[config.mk]
export PLATFORM = sky130hd
export DESIGN_NAME = vsv_isqrt
export DESIGN_NICKNAME = d
export VERILOG_FILES = /design/src/hw/rtl/vsv_isqrt.sv
export SDC_FILE = /design/constraint.sdc
export NUM_CORES = 2
export LEC_CHECK = 0
export CORE_MARGIN = 10
export CORE_UTILIZATION = 55
export CTS_CLUSTER_DIAMETER = 50
export DETAILED_ROUTE_END_ITERATION = 6
export DONT_BUFFER_PORTS = 1
export GPL_ROUTABILITY_DRIVEN = 0
export PLACE_DENSITY = 0.7
export SLEW_MARGIN = 40
export SYNTH_ARGS = -nofsm -noshare
export SYNTH_HDL_FRONTEND = slang
export SYNTH_SLANG_ARGS = --single-unit
[constraint.sdc]
create_clock -name clk -period 5.3 [get_ports clk]
set_input_delay 0.265 -clock clk [delete_from_list [all_inputs] [get_ports clk]]
set_output_delay 0.265 -clock clk [all_outputs]
set_load 0.02 [all_outputs]
[src/hw/rtl/vsv_isqrt.sv]
// Pipelined integer square root, one root bit per stage.
module vsv_isqrt #(
  parameter int IW = 64
) (
  input  logic              clk,
  input  logic              en,
  input  logic [IW-1:0]     x,
  output logic [IW/2-1:0]   root
);

  localparam int OW = IW / 2;

  logic [OW:0]   rem_q  [OW];
  logic [OW-1:0] root_q [OW];
  logic [IW-1:0] x_q    [OW-1];

  for (genvar s = 0; s < OW; s++) begin : g_stage
    logic [OW:0]   rem_in;
    logic [OW-1:0] root_in;
    logic [IW-1:0] x_in;
    logic [OW+2:0] r4;
    logic [OW+2:0] trial;
    logic [OW+2:0] diff;
    logic          ge;

    if (s == 0) begin : g_first
      assign rem_in  = '0;
      assign root_in = '0;
      assign x_in    = x;
    end else begin : g_next
      assign rem_in  = rem_q[s-1];
      assign root_in = root_q[s-1];
      assign x_in    = x_q[s-1];
    end

    assign r4    = {rem_in, x_in[IW-1 -: 2]};
    assign trial = {1'b0, root_in, 2'b01};
    assign ge    = r4 >= trial;
    assign diff  = r4 - trial;

    always_ff @(posedge clk) begin
      if (en) begin
        rem_q[s]  <= ge ? diff[OW:0] : r4[OW:0];
        root_q[s] <= {root_in[OW-2:0], ge};
      end
    end

    if (s < OW-1) begin : g_carry
      always_ff @(posedge clk) begin
        if (en) begin
          x_q[s] <= {x_in[IW-3:0], 2'b00};
        end
      end
    end
  end

  assign root = root_q[OW-1];

endmodule

Word-level counts from Yosys, hierarchy flattened:

Memory sizes are Yosys's and may differ from the RTL's.
Index checks and enable logic that the tools add are counted.

* memories kept: 3
* logic and storage cells: 101
* output and inout bits: 32
* flip-flop bits (word level): 0
* bits in writable memories: 4002

Memory list
* x_q: depth 31, width 62, read ports 31, clocked after memory_dff 0, wr ports 31, line 15 `logic [IW-1:0] x_q [OW-1];`
* rem_q: depth 32, width 33, read ports 31, clocked after memory_dff 0, wr ports 32, line 13 `logic [OW:0] rem_q [OW];`
* root_q: depth 32, width 32, read ports 32, clocked after memory_dff 0, wr ports 32, line 14 `logic [OW-1:0] root_q [OW];`

* magnitude comparators: 32
* add/sub/neg operators: 32
* muxes and demuxes: 34

Operators by type and width (count)
* $ge 35x34->1: 31
* $mux 33: 32
* $sub 33x33->33: 31
* $sub 2x1->3 const B: 1
* $ge 2x1->1 const B: 1
* $mux 1: 2

Logic depth before layout (Yosys ltp):

An unclocked memory read counts as a cell.

* depth after elaboration: 3
* depth in mapped cells: 14
* gate-level depth less buffers: 13

Least setup slack after synthesis:

Ideal clock, no wire load.

* kind: flip-flop to flip-flop
* from: mem rem_q[26][0] (netlist name)
* to: mem rem_q[27][32] (netlist name) (data pin)
* required time: 5.040 ns
* setup slack: 1.907 ns
* setup time: 0.260 ns
* clock period less this slack: 3.393 ns
* arrival: 3.133 ns
* stages on the path, launching flop included: 11
* cell sequence: edfxtp_1 ha_1 nor2b_1 o31a_1 o31a_1 o41ai_1 a21oi_1 o41ai_2 nor3b_1 nor4_1 mux2_2

RTL lines (line)
* start, declared: 13

==> impl_metrics.ini <==
[cts]
clockBufferDepth = 4
htreeDepth = 5
cts_buffers = 300
root_buffer = clkbuf_16
clkTransAtPathRegs_ns = 0.06
cts_tree = built
clock_sinks = 2495
clkLatencyLatePin_ns = 0.91

[sta]
skew_ns = 0.0472
rsz0062_at_grt = false
finalWorstSetupSlack_ns = 1.19
setup_viol = 0
min_period_ns = 4.11
fin_crit_sh = 0.776
fin_tns_setup_ns = 0
relSlewSlack = 0.438
slew_viol_final = 0
worst_pin_slew_ns = 0.843
hold_violations = 0
max_freq_mhz = 243

[critical_path]
cp-start-kind = register
regToRegEndpoint = rem_q[12][6]$_DFFE_PP_
cp.arrival_ns = 4.77
critPathKind = reg2reg
critical_path.endpoint_type = register
crit_required_ns = 5.96
reg2reg_slack_ns = 1.19
r2r_cells = 10
crit_fanout = 26
worstReg2RegStart = rem_q[11][0]$_DFFE_PP_

[layout]
syn2layout_area_growth_pct = 12.7
fill_cells = 15710
multi_input_comb_area_sq_um = 38300
seq_area_sq_um = 74900
fin_nets = 9993
drive_gt1_frac = 0.0738
fin_cells = 12397

[place]
dp.cells = 11739
pre_cts_slack_ns = 1.25
dpl.hpwl_um = 164000
io_buffers = 0

[drt]
dr_total_vias = 71266
drtAntennaViolNets = 0
wl_um = 233000
drc = 0
drt_iter0_markers = 6134
avgViaCountPerCell = 5.75
firstDrtPassIters = 7
wire_per_inst_um = 18.8

[synthesis]
synth_top_flop_cell = edfxtp_1
seq_area_frac_synth = 0.643
syn-num-nets = 9669
synth-async-reset-ratio = 0
ys_types = 92
syn_avg_cell_area_sq_um = 12.9
ys_ff_latch = 2495
synth_area_sq_um = 116000
synth_edf_count = 2495
synth_warnings = 0
synthCells = 9042

[hold_path]
holdPathEnd = rem_q[0][0]$_DFFE_PP_
whs_path_depth = 2
hp-start = x[62]
holdCritPathClass = in2reg

[power_and_ir_drop]
p_int_w = 0.0420
cellPowerDensity_nw_per_um2 = 445
power_frac_seq = 0.456
p_total_w = 0.0584
clockPowerShare = 0.345
switching_share = 0.281
vdd_drop_max_uv = 409
p_leak_nw = 50.3
comb_power_share = 0.199
switchingPower_w = 0.0164

[flow_run]
maxCapViolations = 0

[die]
pin_count = 98
rows = 168
dieArea_sq_um = 231000
die_h_um = 480
die_w_um = 480
start_util = 0.554
core_area_sq_um = 210000

[global_route]
grt_pass1_wl_um = 373000
grt_max_degree = 172
grt-ovfl-total = 0
antenna_found_initial = 2
grt_pass1_vias = 70553
grt.total_usage = 0.198

[run_status]
status = completed
power by group through the flow:
stage                     combinational (W)  clock, W  sequential, W
after global routing                 0.0129    0.0214         0.0269
after CTS                            0.0115    0.0206         0.0267
after global placement               0.0110         0         0.0270
final                                0.0116    0.0202         0.0267
after detailed placement             0.0113         0         0.0270
after floorplan                     0.00855         0         0.0262
timing repair:
action | 4_1_cts | 5_1_grt
endpoints found under the hold margin | 153 | 0
buffers inserted | 0 | 0
gates resized for setup | 0 | 0
hold buffers | 128 | 0
registers in the layout (all words and copies together) (netlist names):
signal and count:
x_q 992, rem_q 975, root_q 528
worst max path at each step:
| stage | startpoint | end | slack (ns) | cells after the start |
|---|---|---|---|---|
| after global routing | rem_q[2][2]$_DFFE_PP_ | rem_q[3][24]$_DFFE_PP_ | 0.82 | 10 |
| after floorplan | rem_q[26][0]$_DFFE_PP_ | rem_q[27][32]$_DFFE_PP_ | 1.91 | 10 |
| final | rem_q[11][0]$_DFFE_PP_ | rem_q[12][6]$_DFFE_PP_ | 1.19 | 10 |
| after CTS | rem_q[2][2]$_DFFE_PP_ | rem_q[3][24]$_DFFE_PP_ | 1.24 | 10 |
| after global placement | root_q[12][33]$_DFFE_PP_ | rem_q[26][21]$_DFFE_PP_ | 1.32 | 11 |
| after detailed placement | rem_q[2][2]$_DFFE_PP_ | rem_q[3][24]$_DFFE_PP_ | 1.25 | 10 |
cells in the final DEF (no fill, tap or decap), types with 113 or more instances in the layout:
cell           instances
nor3_1               211
nor2_1               619
xor2_1               370
clkbuf_16            308
edfxtp_1            2495
nand2_1              616
nand3_1              132
nor4_1               113
a21o_1               246
a21oi_1              576
o21ai_0              460
ha_1                 561
dlygate4sd3_1        128
xnor2_1              416
inv_1                703
logic make-up after synthesis:
| group | Yosys count | share of synthesized area |
|---|---|---|
| muxes | 99 | 0.00951 |
| and+or+nand+nor | 2363 | 0.0998 |
| DFF | 2495 | 0.643 |
| xor gates and xnor gates | 786 | 0.0591 |
| buffers and inverters | 886 | 0.0287 |
| other | 1 | 0.0000322 |
| AOI/OAI and AO/OA | 1851 | 0.0994 |
| adders and majority gates | 561 | 0.0603 |
Yosys cell counts (26+ instances only):
cell type / n / area (sq um)
edfxtp_1: 2495 / 74900
inv_1: 703 / 2640
nor2_1: 619 / 2320
nand2_1: 617 / 2320
a21oi_1: 576 / 2880
ha_1: 561 / 7020
o21ai_0: 461 / 2310
xnor2_1: 416 / 3640
xor2_1: 370 / 3240
a21o_1: 246 / 1850
nor3_1: 212 / 1060
clkbuf_1: 158 / 593
nand3_1: 133 / 666
nor4_1: 117 / 732
nand2b_1: 112 / 701
o21a_1: 105 / 788
mux2_2: 89 / 1000
nand4_1: 89 / 557
or3_1: 89 / 557
nor2b_1: 77 / 482
or4_1: 52 / 390
a31oi_1: 51 / 319
o21bai_1: 45 / 338
o31ai_1: 45 / 338
a211oi_1: 43 / 323
and3_1: 39 / 244
and2_1: 38 / 238
or2_2: 38 / 238
nand3b_1: 33 / 248
o211ai_1: 31 / 233
a21boi_0: 26 / 195
critical path: stages, from the launching register on:
cell and delay, ns:
edfxtp_1 0.41, ha_1 0.37, o21a_1 0.14, o21a_1 0.18, o21ai_0 0.24, a21oi_1 0.15, o2111ai_1 0.30, nand3_1 0.14
nor2_1 0.60, clkinv_1 0.81, mux2_2 0.50
per-stage QoR:
step | hold slack (ns) | util | instance area (sq um)
2_1_floorplan | 0.364 | - | 116000
3_3_place_gp | 0.364 | 0.571 | 120000
3_5_place_dp | 0.364 | 0.572 | 120000
4_1_cts | 0.0491 | 0.624 | 131000
5_1_grt | 0.107 | 0.625 | 131000
6_report | 0.132 | 0.625 | 131000
metal layers:
layer,GRT usage,part of all wire,vias to the layer above
met4,0.0825,0.043,0
met1,0.252,0.41,34305
li1,-,-,34165
met3,0.0290,0.049,637
met5,0,0,-
met2,0.340,0.49,2159
area by class of cell:
cell class                      instances  area share
Multi-Input combinational cell       5661       0.292
Timing Repair Buffer                  198      0.0159
Clock buffer                          347      0.0598
Clock inverter                        179      0.0147
Sequential cell                      2495       0.571
Inverter                              710      0.0203
Antenna cell                            2   0.0000381
Tap cell                             2805      0.0267
No activity file was read; power rests on OpenSTA's default activity.
